<file path="src/design/sorted_list_engine_defines.svh">
// Assertion macros for the sorted list engine.
// Included by the top level; no other dependencies.
`ifndef SORTED_LIST_ENGINE_DEFINES_SVH
`define SORTED_LIST_ENGINE_DEFINES_SVH
`ifndef SYNTHESIS
`define SLE_ASSERT(label, prop, msg) \
    label: assert property (@(posedge i_clk) disable iff (!i_rst_n) prop) else $error(msg);
`define SLE_ASSERT_IMPL(label, trig, prop, msg) \
    label: assert property (@(posedge i_clk) disable iff (!i_rst_n) trig |=> prop) \
        else $error(msg);
`else
`define SLE_ASSERT(label, prop, msg)
`define SLE_ASSERT_IMPL(label, trig, prop, msg)
`endif
`endif

</file>
<file path="src/design/sle_pkg.sv">
// Shared types and constants for the sorted list engine.
// No dependencies; used by sle_cell and sorted_list_engine.
`default_nettype none
package sle_pkg;
    localparam int SLE_DEPTH = 16;

    typedef enum logic [2:0] {
        FUNC_INSERT       = 3'd0,
        FUNC_REMOVE       = 3'd1,
        FUNC_SEARCH       = 3'd2,
        FUNC_REMOVE_FIRST = 3'd3,
        FUNC_CLEAR        = 3'd4
    } t_func;

    typedef enum logic [1:0] {
        ST_OK        = 2'd0,
        ST_NOT_FOUND = 2'd1,
        ST_FULL      = 2'd2,
        ST_EMPTY     = 2'd3
    } t_status;

    typedef enum logic [1:0] {
        CELL_HOLD   = 2'd0,
        CELL_INSERT = 2'd1,
        CELL_REMOVE = 2'd2,
        CELL_SHIFT  = 2'd3
    } t_cell_op;

    typedef struct packed {
        logic [2:0]         func;
        logic signed [31:0] key;
    } t_in_item;

    typedef struct packed {
        logic [1:0]         status;
        logic               found;
        logic signed [31:0] smallest;
        logic [4:0]         count;
        logic               is_empty;
    } t_out_item;

    typedef struct packed {
        t_cell_op           op;
        logic               en;
        logic signed [31:0] key;
    } t_cell_ctrl;
endpackage
`default_nettype wire

</file>
<file path="src/design/sle_cell.sv">
// One storage cell of the sorted list chain.
// Depends on sle_pkg; instantiated DEPTH times by sorted_list_engine.
`default_nettype none
module sle_cell
    import sle_pkg::*;
(
    input  wire logic               i_clk,
    input  wire t_cell_ctrl         i_ctrl,
    input  wire logic               i_valid,
    input  wire logic               i_left_p,
    input  wire logic signed [31:0] i_left_val,
    input  wire logic signed [31:0] i_right_val,
    output logic                    o_p,
    output logic                    o_eq,
    output logic signed [31:0]      o_val,
    output logic signed [31:0]      o_next_val
);
    logic signed [31:0] r_val;
    logic signed [31:0] n_val;
    logic               ge;

    assign ge   = i_valid && (r_val >= i_ctrl.key);
    assign o_p  = !i_valid || ge;
    assign o_eq = i_valid && (r_val == i_ctrl.key);

    always_comb begin
        unique case (i_ctrl.op)
            CELL_INSERT: n_val = o_p ? (i_left_p ? i_left_val : i_ctrl.key) : r_val;
            CELL_REMOVE: n_val = ge ? i_right_val : r_val;
            CELL_SHIFT:  n_val = i_right_val;
            default:     n_val = r_val;
        endcase
    end

    always_ff @(posedge i_clk) begin
        if (i_ctrl.en) begin
            r_val <= n_val;
        end
    end

    assign o_val      = r_val;
    assign o_next_val = n_val;
endmodule
`default_nettype wire

</file>
<file path="src/design/sorted_list_engine.sv">
// Sorted list engine: keeps up to DEPTH signed 32-bit keys in ascending order.
// Input beats carry func and key; each accepted beat yields one output beat.
// Insert, remove, search, remove_first and clear act on a chain of cells
// that each hold one entry and compare it with the key in parallel.
// An accepted beat updates every cell in the same cycle, and its result shows on
// o_out_valid in the next cycle; the block accepts one beat
// per cycle while the result register is free or being drained.
// The result register is the only output stage: when it holds a beat and the
// receiver stalls, o_in_stall rises and the cell chain holds its contents.
// Synchronous reset empties the store and drops any pending result; entry
// values are not cleared, since only the first count entries are ever read.
// Outputs report the store after each operation: status, found, smallest
// entry (zero when empty), count modulo 32 and an empty flag.
// Depends on sle_pkg, sle_cell and sorted_list_engine_defines.svh.
`default_nettype none
`include "sorted_list_engine_defines.svh"
module sorted_list_engine
    import sle_pkg::*;
#(
    parameter int DEPTH = SLE_DEPTH
) (
    input  wire logic      i_clk,
    input  wire logic      i_rst_n,
    input  wire logic      i_in_valid,
    output logic           o_in_stall,
    input  wire t_in_item  i_in_data,
    output logic           o_out_valid,
    input  wire logic      i_out_stall,
    output t_out_item      o_out_data
);
    localparam int CW = $clog2(DEPTH + 1);

    logic [CW-1:0]      r_count;
    logic [CW-1:0]      n_count;
    logic               r_out_valid;
    t_out_item          r_out_data;
    t_out_item          n_out_data;
    logic               accept;
    logic               found;
    logic               full;
    logic               empty;
    t_cell_ctrl         ctrl;
    t_status            status;
    logic [DEPTH-1:0]   cell_p;
    logic [DEPTH-1:0]   cell_eq;
    logic signed [31:0] cell_val  [DEPTH];
    logic signed [31:0] cell_next [DEPTH];
    logic [31:0]        count_ext;

    assign o_in_stall = r_out_valid && i_out_stall;
    assign accept     = i_in_valid && !o_in_stall;
    assign found      = |cell_eq;
    assign full       = (r_count == CW'(DEPTH));
    assign empty      = (r_count == '0);

    always_comb begin
        ctrl.key = i_in_data.key;
        ctrl.en  = accept;
        ctrl.op  = CELL_HOLD;
        status   = ST_OK;
        n_count  = r_count;
        unique case (i_in_data.func)
            FUNC_INSERT: begin
                if (full) begin
                    status = ST_FULL;
                end else begin
                    ctrl.op = CELL_INSERT;
                    n_count = r_count + 1'b1;
                end
            end
            FUNC_REMOVE: begin
                if (found) begin
                    ctrl.op = CELL_REMOVE;
                    n_count = r_count - 1'b1;
                end else begin
                    status = ST_NOT_FOUND;
                end
            end
            FUNC_SEARCH: begin
                if (!found) begin
                    status = ST_NOT_FOUND;
                end
            end
            FUNC_REMOVE_FIRST: begin
                if (empty) begin
                    status = ST_EMPTY;
                end else begin
                    ctrl.op = CELL_SHIFT;
                    n_count = r_count - 1'b1;
                end
            end
            FUNC_CLEAR: n_count = '0;
            default:    n_count = r_count;
        endcase
    end

    for (genvar g = 0; g < DEPTH; g++) begin : g_cell
        logic               left_p;
        logic signed [31:0] left_val;
        logic signed [31:0] right_val;
        if (g == 0) begin : g_first
            assign left_p   = 1'b0;
            assign left_val = i_in_data.key;
        end else begin : g_mid
            assign left_p   = cell_p[g-1];
            assign left_val = cell_val[g-1];
        end
        if (g == DEPTH - 1) begin : g_last
            assign right_val = '0;
        end else begin : g_inner
            assign right_val = cell_val[g+1];
        end
        sle_cell u_cell (
            .i_clk       (i_clk),
            .i_ctrl      (ctrl),
            .i_valid     (CW'(g) < r_count),
            .i_left_p    (left_p),
            .i_left_val  (left_val),
            .i_right_val (right_val),
            .o_p         (cell_p[g]),
            .o_eq        (cell_eq[g]),
            .o_val       (cell_val[g]),
            .o_next_val  (cell_next[g])
        );
    end

    assign count_ext = 32'(n_count);

    always_comb begin
        n_out_data.status   = status;
        n_out_data.found    = found && (i_in_data.func == FUNC_SEARCH ||
                                        i_in_data.func == FUNC_REMOVE);
        n_out_data.smallest = (n_count != '0) ? cell_next[0] : '0;
        n_out_data.count    = count_ext[4:0];
        n_out_data.is_empty = (n_count == '0);
    end

    always_ff @(posedge i_clk) begin
        if (!i_rst_n) begin
            r_count     <= '0;
            r_out_valid <= 1'b0;
        end else begin
            if (accept) begin
                r_count     <= n_count;
                r_out_valid <= 1'b1;
            end else if (!i_out_stall) begin
                r_out_valid <= 1'b0;
            end
        end
    end

    always_ff @(posedge i_clk) begin
        if (accept) begin
            r_out_data <= n_out_data;
        end
    end

    assign o_out_valid = r_out_valid;
    assign o_out_data  = r_out_data;

    `SLE_ASSERT(a_count_bound, r_count <= CW'(DEPTH), "count exceeds depth")
    `SLE_ASSERT_IMPL(a_full_insert, accept && i_in_data.func == FUNC_INSERT && full, r_count == $past(r_count), "insert into full store changed count")
    `SLE_ASSERT(a_empty_flag, r_out_valid |-> (r_out_data.is_empty == (r_count == '0)), "empty flag disagrees with count")
    `SLE_ASSERT(a_sorted_head, r_count >= CW'(2) |-> cell_val[0] <= cell_val[1], "first two entries out of order")
endmodule
`default_nettype wire
</file>
<file path="config.mk">
export PLATFORM = sky130hd
export DESIGN_NAME = sorted_list_engine
export DESIGN_NICKNAME = d
export VERILOG_FILES = /design/src/design/sle_pkg.sv /design/src/design/sle_cell.sv /design/src/design/sorted_list_engine.sv
export VERILOG_INCLUDE_DIRS = /design/src /design/src/design
export SDC_FILE = /design/constraint.sdc
export NUM_CORES = 2
export LEC_CHECK = 0
export ABC_AREA = 1
export BUFFER_PORTS_ARGS = -buffer_cell sky130_fd_sc_hd__buf_2
export CORE_MARGIN = 5
export CORE_UTILIZATION = 50
export DETAILED_ROUTE_END_ITERATION = 7
export PLACE_DENSITY_LB_ADDON = 0.05
export SLEW_MARGIN = 20
export SYNTH_ARGS = -nofsm -noshare
export SYNTH_HDL_FRONTEND = slang
export SYNTH_HIERARCHICAL = 1
export SYNTH_SLANG_ARGS = --single-unit
</file>
<file path="constraint.sdc">
create_clock -name i_clk -period 40.7 [get_ports i_clk]
set_input_delay 8.14 -clock i_clk [delete_from_list [all_inputs] [get_ports i_clk]]
set_output_delay 8.14 -clock i_clk [all_outputs]
set_load 0.005 [all_outputs]
</file>
# Word level (Yosys, flattened, before mapping)
# Cells that the tools add are included.
totals:
  reg_bits: 559
  inputBits: 39
  output_inout_bits: 43
  word_cells: 280
op_classes:
  n_addsub: 2
  magnitude_cmp: 32
  n_eq_ne: 55
  muxes: 77
  n_reduce_logical: 91
op_table:
  columns: ["operator", "count"]
  rows:
  - ["one-hot mux 32 bit (3 select lines)", 16]
  - ["two-way mux 32 bit", 47]
  - ["== test 32 bit", 16]
  - ["greater-or-equal comparator 32 bit", 16]
  - ["inequality test 2 x 1 -> 1 bit (second input constant)", 31]
  - ["AND reduction 4 bit", 15]
  - ["less-than comparator 4 x 5 -> 1 bit (first input constant)", 8]
  - ["logical AND 1 bit", 35]
  - ["less-than comparator 3 x 5 -> 1 bit (first input constant)", 4]
  - ["one-hot mux 5 bit (4 select lines)", 1]
  - ["zero test 1 bit", 17]
  - ["logical OR 1 bit", 17]
  - ["OR reduction 16 bit", 1]
  - ["two-way mux 5 bit", 3]
  - ["one-hot mux 2 bit (3 select lines)", 2]
  - ["zero test 5 bit", 2]
  - ["less-than comparator 1 x 5 -> 1 bit (first input constant)", 2]
  - ["less-than comparator 2 x 5 -> 1 bit (first input constant)", 2]
  - ["two-way mux 2 bit", 4]
  - ["== test 3 x 2 -> 1 bit (second input constant)", 2]
  - ["adder 5 x 1 -> 5 bit (second input constant)", 1]
  - ["== test 5 bit (second input constant)", 1]
  - ["nonzero test 5 bit", 1]
  - ["subtractor 5 x 1 -> 5 bit (second input constant)", 1]
  - ["other kinds (8)", 12]

# Logic depth before layout (Yosys ltp)
depth:
  depth_word: 8
  mapped_depth: 23

# By module
# The synthesis kept the hierarchy.
modules_own_cells:
  columns: ["module", "instances", "cells_per_inst", "area_each_um2", "seq_area_each_um2"]
  rows:
  - ["sle_cell at g_cell[0].u_cell ...", 13, 641, 3906.2, 960.9]
  - ["sle_cell at g_cell[7].u_cell ...", 3, 642, 3910.0, 960.9]
  - ["sorted_list_engine", 1, 267, 2493.6, 1351.3]

# Worst setup path after synthesis
# OpenSTA, ideal clock, no wires.
synth_timing:
  kind: "input to register"
  from: "in i_out_stall"
  to: "reg r_count[0]"
  setup_time_ps: 139
  arrival_time_ps: 35019
  setup_slack_ps: 5542
  stages: 6
  cell_sequence: "nand2_1 inv_1 nor2_1 inv_1 o21ai_0 inv_1"
synth_between:
  elab_chain_len: 3
synth_rtl:
  columns: ["item", "line_no", "rtl"]
  rows:
  - ["from (decl)", "sorted_list_engine.sv:28", "input wire logic i_out_stall,"]
  - ["logical AND 1 bit", "sorted_list_engine.sv:50", "assign o_in_stall = r_out_valid && i_out_stall;"]
  - ["net o_in_stall", "sorted_list_engine.sv:25", "output logic o_in_stall,"]
  - ["zero test 1 bit", "sorted_list_engine.sv:51", "assign accept = i_in_valid && !o_in_stall;"]
  - ["logical AND 1 bit", "sorted_list_engine.sv:51", null]
  - ["net accept", "sorted_list_engine.sv:38", "logic accept;"]
  - ["to (signal assigned)", "sorted_list_engine.sv:144", "r_count <= n_count;"]
  - ["to (decl)", "sorted_list_engine.sv:33", "logic [CW-1:0] r_count;"]
# The timed path passes the listed nets, and every way through them passes these cells.
# A chain may end at the register's enable or synchronous reset.

# Worst setup path in the final report
layout_timing:
  from: "in i_out_stall"
  to: "out o_in_stall"
layout_between:
  elab_chain_len: 1
layout_rtl:
  columns: ["item", "line_no"]
  rows:
  - ["logical AND 1 bit", "sorted_list_engine.sv:50"]
  - ["to (decl)", "sorted_list_engine.sv:25"]
# No other way between the ends.

==> flow_summary_export.csv <==
group,metric,value,unit
worst_hold_path,hold_depth,2,
timing,slew_headroom,18.9,%
cts,path_clk_slew,60,ps
timing,skew,28.8,ps
timing,fin_setup_tns,0,ps
synthesis,synthSimpleGateAreaFrac,42.5,%
cts,insertion_delay,700,ps
power_and_ir_drop,finalPower,2690,uW
setup_path,start_kind,"input port",
power_and_ir_drop,p_leak,0.0344,uW
layout,final_common_cell,"nand2_1",
floorplanning,fp.dieW,371,um
timing,report.final.slew_viol_count,0,
synthesis,synth_seq_area_share,25.7,%
power_and_ir_drop,ir_drop,0.0319,mV
cts,cts.sinks,559,
floorplanning,pin_count,82,
routing,routed_wl,232000,um
routing,wl_per_cell,19.2,um
routing,drc,0,
cts,cts_buffers,78,
setup_path,worstPathArrival,8510,ps
synthesis,synth_fa_ha_area_share,9.93,%
synthesis,syn_inst,10500,
timing,period_share,40.9,%
layout,layout.nets,10800,
synthesis,synth_edf_count,553,
floorplanning,initial_utilization,50.3,%
placed_design,port_buffers,81,
setup_path,crit_path_end_kind,"primary output",
global_route,gr-total-overflow,0,
synthesis,ys_types,34,
floorplanning,die_h,371,um
synthesis,synth-compound-area-share,6.56,%
timing,max_freq,60.1,MHz
routing,drtPass1Iterations,6,
placed_design,dpl.hpwl,154000,um
synthesis,yosys_most_used_dff,"edfxtp_1",
routing,dr_total_vias,68900,
floorplanning,num_rows,132,
timing,hold_viol,0,
cts,clk_path_buf_depth,3,
layout,layout_common_cells,"nand2_1 (3232), inv_1 (1775), nand3_1 (1580)",
timing,fin_hold_ws,479,ps
floorplanning,dieArea,137000,sq um
outcome,status,"complete, no violations",
setup_path,cp_max_fo,2,
timing,setup_viol,0,
synthesis,synthXorXnorAreaFrac,0,%
setup_path,setup.worst_path.class,"in2out",
placed_design,routabilityCongestion,0.874,
floorplanning,core-area,129000,sq um
setup_path,reg2regPathDepth,17,
cts,ctsHoldBuffers,0,
run,maxCapViolations,0,
timing,rsz0062_at_grt,"false",
global_route,grt_max_degree,158,
synthesis,synth.avg_cell_area,6.18,sq um
routing,vias_per_cell,5.70,
global_route,grt_pass1_vias,63900,
timing,tightestPinTransition,1220,ps
global_route,grt_pass1_wl,357000,um
layout,drive_gt1_share,4.48,%
synthesis,syn-cell-area,65000,sq um
routing,drtAntennaViolNets,0,
setup_path,cp.required,32560,ps
power_and_ir_drop,power_density,39.4,nW/um^2
cts,root_buffer,"clkbuf_16",
synthesis,ys_seq_elements,559,
synthesis,synth_top_family_by_area,"simple AND/OR/NAND/NOR gates",
timing,final.min_clock_period,16650,ps
synthesis,yosysWarnings,6,
synthesis,synthArstFlopShare,0,%
cts,postCtsSetupBuffers,0,
layout,area_growth,5.00,%
layout,antennaDiodeCount,0,
global_route,grt_antenna_before_repair,2,
cts,cts_tree,"built",
cts,cts_resized,0,
routing,drt-initial-drc-count,7167,
cts,cts_max_level,3,
synthesis,yosys-mux-area-fraction,0.246,%
global_route,track_usage,32.4,%
worst_hold_path,hp-class,"reg2reg",
## worst max-delay path, stage by stage
cell and delay [ps]:
buf_2 100, nand2_1 70, inv_1 70, buf_2 130
## stage by stage
| step | cells | instance area (sq um) | setup WS (ps) | utilization [%] |
|---|---|---|---|---|
| 6_report | 12100 | 68300 | 24050 | 52.8 |
| 5_1_grt | 12100 | 68300 | 24010 | 52.8 |
| 4_1_cts | 12100 | 68300 | 24040 | 52.8 |
| 3_5_place_dp | 11900 | 65800 | 24040 | 50.9 |
| 3_3_place_gp | 11900 | 65800 | 24010 | 50.9 |
| 2_1_floorplan | 10600 | 65200 | 5540 | - |
## cell usage after synthesis, types with 6 or more instances
library cell	count	area, sq um
edfxtp_1	553	16600
nand2_1	3234	12100
nor2_2	24	150
clkbuf_1	355	1330
nand2_2	16	100
nand3_4	16	280
inv_1	1787	6710
ha_1	516	6460
nand3_2	17	170
nand2_4	8	90.1
mux2i_1	16	160
nor3b_2	16	200
o21ai_0	47	235
buf_4	124	931
nor2_1	751	2820
dfxtp_1	6	120
buf_2	22	110
a21oi_1	730	3650
o21a_1	32	240
buf_1	13	48.8
buf_6	49	552
nor2_4	18	203
a21o_1	16	120
nand3_1	1580	7910
nand4_1	565	3530
## report_power, final
part	internal, uW	total, uW	switching (uW)
registers	753	906	154
logic	348	1080	733
clock network	401	704	303
## state kept, by name, indices dropped and copies added, names as in the netlist
register / flops
r_count: 5
o_out_data: 41
o_out_valid: 1
g_cell.u_cell/o_val: 512
## kinds of logic after synthesis
group / after synthesis
DFF: 559
AOI/OAI and AO/OA: 827
and+or+nand+nor: 6250
adders and majority gates: 516
buffers and inverters: 2357
muxes: 16
other: 1
## final cells by class
type,instances,area [sq um]
Inverter,1792,6730
Fill cell,13200,61100
Timing Repair Buffer,180,1160
Tap cell,1742,2180
Clock buffer,114,2210
Clock inverter,28,239
Multi-Input combinational cell,7674,39000
Sequential cell,559,16700
## layer usage
| metal | wire length [um] | up-vias | track usage, % |
|---|---|---|---|
| met4 | 10400 | 0 | 13.7 |
| li1 | - | 33600 | - |
| met1 | 94300 | 32000 | 40.5 |
| met2 | 110000 | 2724 | 55.5 |
| met5 | 0 | - | 0 |
| met3 | 17400 | 565 | 5.04 |
## path summary, 6_finish.rpt
| check | from | end | slack (ps) |
|---|---|---|---|
| hold / removal | o_out_valid$_SDFFE_PN0P_ | o_out_valid$_SDFFE_PN0P_ | 480 |
| hold reg to reg | o_out_valid$_SDFFE_PN0P_ | o_out_valid$_SDFFE_PN0P_ | 480 |
| setup / recovery | i_out_stall | o_in_stall | 24050 |
| setup reg to reg | r_count[4]$_SDFFE_PN0P_ | g_cell[7].u_cell/o_val[14]$_DFFE_PP_ | 35330 |
(Power assumes the default switching activity.)
